$ cat config.mk
export PLATFORM = sky130hd
export DESIGN_NAME = smrf_ctrl
export DESIGN_NICKNAME = d
export VERILOG_FILES = /design/src/smrf_pkg.sv /design/src/smrf_ctrl.sv
export SDC_FILE = /design/constraint.sdc
export NUM_CORES = 1
export LEC_CHECK = 0
export ABC_AREA = 1
export ABC_CLOCK_PERIOD_IN_PS = 1200
export BUFFER_PORTS_ARGS = -buffer_cell sky130_fd_sc_hd__clkbuf_2
export CORE_AREA = 2 2 39 41
export CTS_BUF_LIST = sky130_fd_sc_hd__clkbuf_8
export DETAILED_ROUTE_END_ITERATION = 8
export DIE_AREA = 0 0 41 43
export PLACE_DENSITY = 0.66
export SLEW_MARGIN = 20
export SYNTH_ARGS = -nofsm -noshare
export SYNTH_HDL_FRONTEND = slang
export SYNTH_SLANG_ARGS = --single-unit
$ cat constraint.sdc
create_clock -name clk -period 1.2 [get_ports clk]
set_input_delay 0.24 -clock clk [delete_from_list [all_inputs] [get_ports clk]]
set_output_delay 0.24 -clock clk [all_outputs]
set_load 0.005 [all_outputs]
$ cat src/smrf_pkg.sv
`timescale 1ns / 1ps
// ============================================================================
// smrf_pkg: shared types and constants of the square matrix rotate/flip block
// Opcodes, field widths, defaults and the controller/datapath command and
// status records.
// ============================================================================
package smrf_pkg;

  // Fixed field widths of the request and result channels.
  localparam int OPCODE_W = 3;
  localparam int INDEX_W  = 4;
  localparam int PIX_IO_W = 16;
  localparam int SIZE_W   = 5;

  // Defaults for the top level parameters and the size register.
  localparam int DEF_MAX_DIM     = 16;
  localparam int DEF_PIXEL_WIDTH = 16;
  localparam logic [SIZE_W-1:0] SIZE_RESET = 5'd3;

  // Request opcodes; codes six and seven are ignored.
  typedef enum logic [OPCODE_W-1:0] {
    OP_WRITE      = 3'd0,
    OP_READ       = 3'd1,
    OP_ROT_CW     = 3'd2,
    OP_ROT_CCW    = 3'd3,
    OP_FLIP_HORIZ = 3'd4,
    OP_FLIP_VERT  = 3'd5
  } op_t;

  // Commands from the controller to the datapath.
  typedef struct packed {
    logic host_write;   // store the request pixel in the live bank
    logic host_read;    // issue a read of the live bank at the request address
    logic read_oor;     // load the hold register with an out-of-range answer
    logic capture;      // load the hold register with the memory read data
    logic load_out;     // move the hold register into the result register
    logic sweep_start;  // latch the transform kind and clear the sweep counters
    logic sweep_step;   // issue one source read and advance the sweep
    logic sweep_flip;   // swap the live and shadow banks
  } ctrl_cmd_t;

  // Status from the datapath to the controller.
  typedef struct packed {
    logic [OPCODE_W-1:0] opcode;      // opcode of the pending request
    logic                in_matrix;   // request row and column are inside N
    logic                sweep_last;  // the last sweep position is being issued
  } dp_status_t;

endpackage

$ cat src/smrf_ctrl.sv
`timescale 1ns / 1ps
// ============================================================================
// smrf_ctrl: request sequencer
// Accepts one request at a time, runs reads and whole-matrix sweeps, and
// owns the result valid flag.
// ============================================================================
module smrf_ctrl (
  input  logic                 clk,
  input  logic                 rst,
  input  logic                 in_valid,
  output logic                 in_ready,
  output logic                 out_valid,
  input  logic                 out_ready,
  input  smrf_pkg::dp_status_t status,
  output smrf_pkg::ctrl_cmd_t  cmd
);
  import smrf_pkg::*;

  typedef enum logic [4:0] {
    S_IDLE    = 5'b00001,
    S_RD_WAIT = 5'b00010,
    S_RESULT  = 5'b00100,
    S_SWEEP   = 5'b01000,
    S_DRAIN   = 5'b10000
  } state_t;

  state_t state;
  state_t state_next;
  logic   slot_free;

  assign slot_free = !out_valid || out_ready;
  assign in_ready  = (state == S_IDLE);

  // Next state and commands.
  always_comb begin
    state_next = state;
    cmd        = '0;
    unique case (state)
      S_IDLE: begin
        if (in_valid) begin
          unique case (op_t'(status.opcode))
            OP_WRITE: begin
              cmd.host_write = status.in_matrix;
            end
            OP_READ: begin
              if (status.in_matrix) begin
                cmd.host_read = 1'b1;
                state_next    = S_RD_WAIT;
              end else begin
                cmd.read_oor = 1'b1;
                state_next   = S_RESULT;
              end
            end
            OP_ROT_CW, OP_ROT_CCW, OP_FLIP_HORIZ, OP_FLIP_VERT: begin
              cmd.sweep_start = 1'b1;
              state_next      = S_SWEEP;
            end
            default: begin
              state_next = S_IDLE;
            end
          endcase
        end
      end
      S_RD_WAIT: begin
        cmd.capture = 1'b1;
        state_next  = S_RESULT;
      end
      S_RESULT: begin
        if (slot_free) begin
          cmd.load_out = 1'b1;
          state_next   = S_IDLE;
        end
      end
      S_SWEEP: begin
        cmd.sweep_step = 1'b1;
        if (status.sweep_last) begin
          state_next = S_DRAIN;
        end
      end
      S_DRAIN: begin
        cmd.sweep_flip = 1'b1;
        state_next     = S_IDLE;
      end
      default: begin
        state_next = S_IDLE;
      end
    endcase
  end

  // State register.
  always_ff @(posedge clk) begin
    if (rst) begin
      state <= S_IDLE;
    end else begin
      state <= state_next;
    end
  end

  // Result valid flag.
  always_ff @(posedge clk) begin
    if (rst) begin
      out_valid <= 1'b0;
    end else if (cmd.load_out) begin
      out_valid <= 1'b1;
    end else if (out_ready) begin
      out_valid <= 1'b0;
    end
  end

endmodule

* Word-level counts from Yosys, hierarchy flattened
Cells that the tools add are included.
** Storage, ports and cells
- Flip-flop bits (word level) :: 6
- Bits of input ports :: 9
- Output and inout bits :: 10
- Word-level logic and storage cells :: 44
** Cells by class
- Equal/unequal tests :: 14
- Mux-type cells :: 22
- Reductions and logical operators :: 6
** Operators by type and width (count)
- $pmux W5 S4 :: 1
- $mux W5 :: 3
- $pmux W5 S3 :: 1
- $mux W1 :: 13
- $mux W3 :: 3
- $ne A2 B2 Y1 const B :: 4
- $eq A3 B2 Y1 const B :: 2
- $eq A3 B3 Y1 const B :: 2
- $eq A5 B1 Y1 const B :: 1
- $eq A5 B2 Y1 const B :: 1
- $eq A5 B3 Y1 const B :: 1
- $eq A5 B4 Y1 const B :: 1
- $eq A5 B5 Y1 const B :: 1
- $reduce_and A4 Y1 :: 1
- $reduce_or A4 Y1 :: 1
- $eq A3 B1 Y1 const B :: 1
- $logic_not A3 Y1 :: 1
- $mux W2 :: 1
- $reduce_bool A2 Y1 :: 1
- $logic_not A1 Y1 :: 1
- $logic_or A1 B1 Y1 :: 1

* Depth between registers and ports, before layout
Gate-level depths: netlist of run 1.
- Word-level depth :: 5
- Depth in mapped cells :: 8

* Worst setup path after synthesis of run 1
OpenSTA, ideal clock, no wires.
- Kind :: register to output
- Start point :: register state[2]
- End point :: output cmd[6] in the netlist's numbering
- Data arrival time :: 898 ps
- Slack :: 62 ps
- Stages on the path, launching flop included :: 6
- Path through :: dfxtp_1 > nor2_2 > nand2_2 > nor2_8 > nand3_1 > nor2_1
** RTL lines
- from (decl) :: RTL line smrf_ctrl.sv:27 : state_t state;
- from (signal assigned) :: RTL line smrf_ctrl.sv:95 : state <= state_next;
- to (decl) :: RTL line smrf_ctrl.sv:15 : output smrf_pkg::ctrl_cmd_t cmd

==> out/metrics.cfg, run 1 <==
[global_route]
grt_pass1_vias=537
grt_use_total=0.177
grt_max_degree=7
grt_antenna_before_repair=0
grt_pass1_wl_microns=2130
grt_overflow_total=0

[synth]
synthesis.nets=76
syn-cell-area_sq_um=435
yosysSeqAreaShare=0.276
yosysWarnings=0
syn_area_per_cell_sq_um=6.50
ys_seq_elements=6
synthCells=67
synth_cell_types=17

[route]
wl_microns=1390
wl_per_cell_microns=11.0
drc=0
vias=573
firstDrtPassIters=4
viasPerCell=4.55
drt_iter0_markers=15
detail-route-antenna-nets=0

[flow_run]
drv_cap=0

[power]
irDropWorstVdd_mv=0.616
p_clk_frac=0.312
combPwrFrac=0.452
power_density_mw_per_mm2=1210
leakage_uw=0.000451
totalPowerFinal_uw=1020
pwr-share-seq=0.237
power_switching_uw=350
switching_share=0.342
internal_power_uw=673

[sta]
post-route-period-util=1.20
slew_violations=0
hold_viol_final=0
min_period_ns=1.44
finalClockSkew_ns=0.00427
setup_ws_ns=-0.240
rsz0062_at_grt=true
setup_viol=12
tightest_slew_ns=0.266
fmax_mhz=694
max_slew_margin=0.822

[setup_path]
slowest_stage=dfxtp_2
worstSetupPathType=reg -> out
path_cells=nor2_4, nand2_4, nor3_1, nand2_1, inv_1, clkbuf_2
setup.worst_path.end_class=output port
crit_path_max_fanout=3
arrival_ns=1.20
startpoint_type=flip-flop
cp.required_ns=0.96
max_stage_delay_ns=0.33

[cts]
clock_path_buffers=2
insertion_delay_ns=0.23
cts.sinks=6
clk_pin_slew_ns=0.04
cts_tree=built
cts-root-buf=clkbuf_8
hold_buffers=0
htreeDepth=1
numCtsBuffers=3

[placed_design]
dp.cells=111
place_area_sq_um=621
dp_slack_ns=-0.0734
numPortBuffers=18
dp_hpwl_microns=852
routabilityCongestion=0.802

[cells_and_area]
diodes=0
drive_gt1_frac=0.664
syn_to_final_growth_pct=94.0
final_cell_mix=buf_4 (20), clkbuf_2 (14), inv_1 (10), nor2_1 (9), nand2_1 (7)
layout_commonest_cell=buf_4
fin_util=0.610
fin_nets=121
final_cells=126
final_cell_area_sq_um=845

[worst_hold_path]
min_path_type=in -> reg

[die]
die_h_microns=43
dieArea_sq_mm=0.00176
fp-row-count=14
core_sq_mm=0.00138
initial_core_util=0.315
ioPinCount=19
die_x_microns=41

[run_status]
status=complete, but fails checks
violations=setup timing

## critical path: cells and delay by family, from the launching register on
kind / cells / cell delay (ns)
buffers and inverters: 2 / 0.16
AND/OR/NAND/NOR: 4 / 0.49
flip-flops: 1 / 0.33
## area by class of cell
type / count / area (sq um)
Fill cell: 118 / 539
Multi-Input combinational cell: 48 / 338
Timing Repair Buffer: 40 / 263
Sequential cell: 6 / 131
Inverter: 13 / 51.3
Clock buffer: 3 / 41.3
Tap cell: 16 / 20.0
## state kept, by name (all words and copies together), names as in the netlist
signal	flops
out_valid	1
state	5
## metal layers
metal / share of wire / vias to the layer above / track usage
met5: 0 / - / 0
met4: 0.015 / 0 / 0.0800
met3: 0.020 / 2 / 0.0314
met2: 0.55 / 11 / 0.291
met1: 0.41 / 265 / 0.209
li1: - / 295 / -
## synth_stat cells
| library cell | count | share of area |
|---|---|---|
| inv_1 | 13 | 0.11 |
| nor2_2 | 3 | 0.043 |
| nor4_1 | 1 | 0.014 |
| nand3_4 | 1 | 0.040 |
| xnor2_1 | 1 | 0.020 |
| nor3_1 | 2 | 0.023 |
| nand2_2 | 4 | 0.057 |
| nor2_8 | 1 | 0.046 |
| nand2_1 | 11 | 0.095 |
| nand3_1 | 3 | 0.034 |
| nor2_1 | 13 | 0.11 |
| nor3_2 | 1 | 0.023 |
| o21ai_0 | 1 | 0.011 |
| nand4_1 | 3 | 0.043 |
| a21oi_1 | 2 | 0.023 |
| dfxtp_1 | 6 | 0.28 |
| nand2_4 | 1 | 0.026 |
## power groups by stage
stage,logic [uW],registers [uW],clock network [uW]
finish,462,242,319
global route,502,244,323
CTS,402,237,306
detailed placement,299,234,0
global placement,296,233,0
floorplan,192,233,0
## final timing paths
kind                                 from        end  slack (ns)  cells past startpoint
worst max-delay path             state[2]     cmd[2]       -0.24                      6
worst min-delay path                  rst   state[1]        0.27                      2
worst max register to register   state[1]   state[0]       -0.15                     10
worst min register to register  out_valid  out_valid        0.60                      4
## per-stage QoR
| stage | TNS, ns | hold WS [ns] |
|---|---|---|
| after CTS | -1.52 | 0.278 |
| final | -1.73 | 0.272 |
| after floorplan | 0 | 0.309 |
| after detailed placement | -0.246 | 0.517 |
| after global routing | -2.59 | 0.288 |
| after global placement | -0.154 | 0.514 |
## kinds of logic after synthesis
logic type	synth area share
simple gates	0.557
xor+xnor	0.0201
buf+inv	0.112
flops	0.276
compound gates	0.0345
## repair_timing
item	4_1_cts	5_1_grt
gates resized for setup	21	15
pin swaps	9	7
setup buffers	10	3
endpoints found under the setup margin	10	13
cloned	0	0
Power figures use the tool's default switching activity.
==> run 2: changes to the inputs <==
--- a/config.mk
+++ b/config.mk
@@ -13,6 +13,7 @@
 export DETAILED_ROUTE_END_ITERATION = 8
 export DIE_AREA = 0 0 41 43
 export PLACE_DENSITY = 0.66
+export SETUP_SLACK_MARGIN = 0.3
 export SLEW_MARGIN = 20
 export SYNTH_ARGS = -nofsm -noshare
 export SYNTH_HDL_FRONTEND = slang
==> out/metrics.cfg, run 2 (synthesis gave the netlist of run 1 again) <==
[run_status]
status=complete, but fails checks  ; unchanged
violations=setup timing  ; unchanged

[sta]
fmax_mhz=705  ; was 694 MHz
hold_viol_final=0  ; unchanged
post-route-period-util=1.18  ; was 1.20
finalClockSkew_ns=0.00209  ; was 0.00427 ns
slew_violations=0  ; unchanged
setup_viol=12  ; unchanged
rsz0062_at_grt=true  ; unchanged
setup_tns_ns=-1.66  ; was -1.73 ns
setup_ws_ns=-0.219  ; was -0.240 ns
max_slew_margin=0.830  ; was 0.822
min_period_ns=1.42  ; was 1.44 ns
tightest_slew_ns=0.253  ; was 0.266 ns

[cts]
htreeDepth=1  ; unchanged
numCtsBuffers=3  ; unchanged
clk_pin_slew_ns=0.04  ; about the same
cts.sinks=6  ; unchanged
insertion_delay_ns=0.22  ; was 0.23 ns
clock_path_buffers=2  ; unchanged
cts-root-buf=clkbuf_8  ; unchanged
cts_tree=built  ; unchanged

[cells_and_area]
drive_gt1_frac=0.660  ; was 0.664
final_cell_mix=clkbuf_2 (17), buf_4 (13), nand2_1 (9), inv_1 (8), nor2_1 (7)  ; was buf_4 (20), clkbuf_2 (14), inv_1 (10), nor2_1 (9), nand2_1 (7)
multi_input_area_sq_um=322  ; was 338 sq um
diodes=0  ; unchanged
top_register=state  ; unchanged
top_regs=state x5, out_valid x1  ; unchanged
seqCellArea_sq_um=129  ; was 131 sq um
syn_to_final_growth_pct=77.6  ; was 94.0%
fin_nets=114  ; was 121
final_cell_area_sq_um=773  ; was 845 sq um
fin_util=0.559  ; was 0.610
layout_commonest_cell=clkbuf_2  ; was buf_4
fillCellCount=138  ; was 118
largest_register_ffs=5  ; unchanged
final_cells=119  ; was 126

[route]
detail-route-antenna-nets=0  ; unchanged
drt_iter0_markers=9  ; was 15
vias=542  ; was 573
drc=0  ; unchanged
firstDrtPassIters=3  ; was 4
wl_per_cell_microns=10.3  ; was 11.0 microns
wl_microns=1220  ; was 1390 microns
viasPerCell=4.55  ; about the same

[power]
power_density_mw_per_mm2=1220  ; was 1210 mW/mm^2
irDropWorstVdd_mv=0.505  ; was 0.616 mV
leakage_uw=0.000415  ; was 0.000451 uW

[setup_path]
arrival_ns=1.18  ; was 1.20 ns
timing.rr.start=state[2]  ; was state[1]
setup.worst_path.end_class=output port  ; unchanged
cp.required_ns=0.96  ; about the same
slowest_stage=dfxtp_2  ; unchanged
startpoint_type=flip-flop  ; unchanged
max_stage_delay_ns=0.33  ; about the same
r2r_slack_ns=-0.11  ; was -0.15 ns
crit_path_max_fanout=4  ; was 3
r2r.worst_path.cells=10  ; unchanged
rr_endpoint=state[2]  ; was state[0]
path_cells=nor2_4, nand2_4, nor2_8, nand3_2, nor2_1, clkbuf_2  ; was nor2_4, nand2_4, nor3_1, nand2_1, inv_1, clkbuf_2
worstSetupPathType=reg -> out  ; unchanged

[placed_design]
numPortBuffers=18  ; unchanged
place_area_sq_um=632  ; was 621 sq um
dp_hpwl_microns=886  ; was 852 microns
routabilityCongestion=0.802  ; about the same
dp.cells=110  ; was 111
dp_slack_ns=-0.0454  ; was -0.0734 ns

[die]
dieArea_sq_mm=0.00176  ; unchanged
fp-row-count=14  ; unchanged
initial_core_util=0.315  ; unchanged
ioPinCount=19  ; unchanged
die_h_microns=43  ; unchanged
die_x_microns=41  ; unchanged
core_sq_mm=0.00138  ; unchanged

[global_route]
grt_pass1_wl_microns=1900  ; was 2130 microns
use_met3=0.0314  ; unchanged
grt_use_total=0.163  ; was 0.177
grt_util_met2=0.269  ; was 0.291
grt_pass1_vias=481  ; was 537
use_met1=0.177  ; was 0.209
grt_antenna_before_repair=0  ; unchanged
grt_max_degree=7  ; unchanged
top_usage_layer=met2  ; unchanged
grt_overflow_total=0  ; unchanged

[worst_hold_path]
hp-start=rst  ; unchanged
whs_endpoint=state[3]  ; was state[1]
min_path_type=in -> reg  ; unchanged
hold_depth=2  ; unchanged

[flow_run]
drv_cap=0  ; unchanged

run 2: cell count changes in the layout (fill, tap and decap cells not counted), sizes merged:
cell,before,now
clkbuf,17,20
buf,26,16
run 2: layout make-up:
cell class | instances | area share
Clock buffer | 3 | 0.0534
Inverter | 13 | 0.0663
Multi-Input combinational cell | 48 | 0.416
Sequential cell | 6 | 0.167
Tap cell | 16 | 0.0259
Timing Repair Buffer | 33 | 0.272
run 2: how the worst max path moves through the flow:
stage | slack (ns) | depth (start not counted) | end | from
floorplan | 0.07 | 5 | cmd[7] | state[2]
finish | -0.22 | 6 | cmd[6] | state[2]
CTS | -0.27 | 6 | cmd[6] | state[3]
global route | -0.31 | 6 | cmd[2] | state[2]
detailed placement | -0.05 | 6 | cmd[7] | state[2]
global placement | -0.03 | 6 | cmd[7] | state[3]
run 2: power breakdown:
group | internal (uW) | switching [uW]
Combinational | 190 | 217
Clock | 215 | 85.2
Sequential | 221 | 18.3
run 2: worst max-delay path: cells and delay by family, from the launching register on:
family        cells  cell delay [ns]
flops             1             0.33
buf+inv           1             0.11
simple gates      5             0.51
run 2: timing repair:
item | in CTS | in global routing
gates resized for setup | 9 | 12
hold buffers | 0 | 0
pin swaps | 9 | 7
buffers inserted | 5 | 1
setup endpoints to repair | 15 | 16
run 2: layer usage:
metal	vias to the layer above	wire, microns	part of all wire
met1	239	481	0.39
li1	288	-	-
met4	0	20	0.016
met2	13	676	0.55
met3	2	41	0.034
met5	-	0	0
run 2: per-stage QoR:
step | total power [uW] | hold WS, ns
floorplan | 438 | 0.302
global placement | 534 | 0.503
detailed placement | 542 | 0.508
CTS | 899 | 0.279
global route | 1000 | 0.300
finish | 947 | 0.282
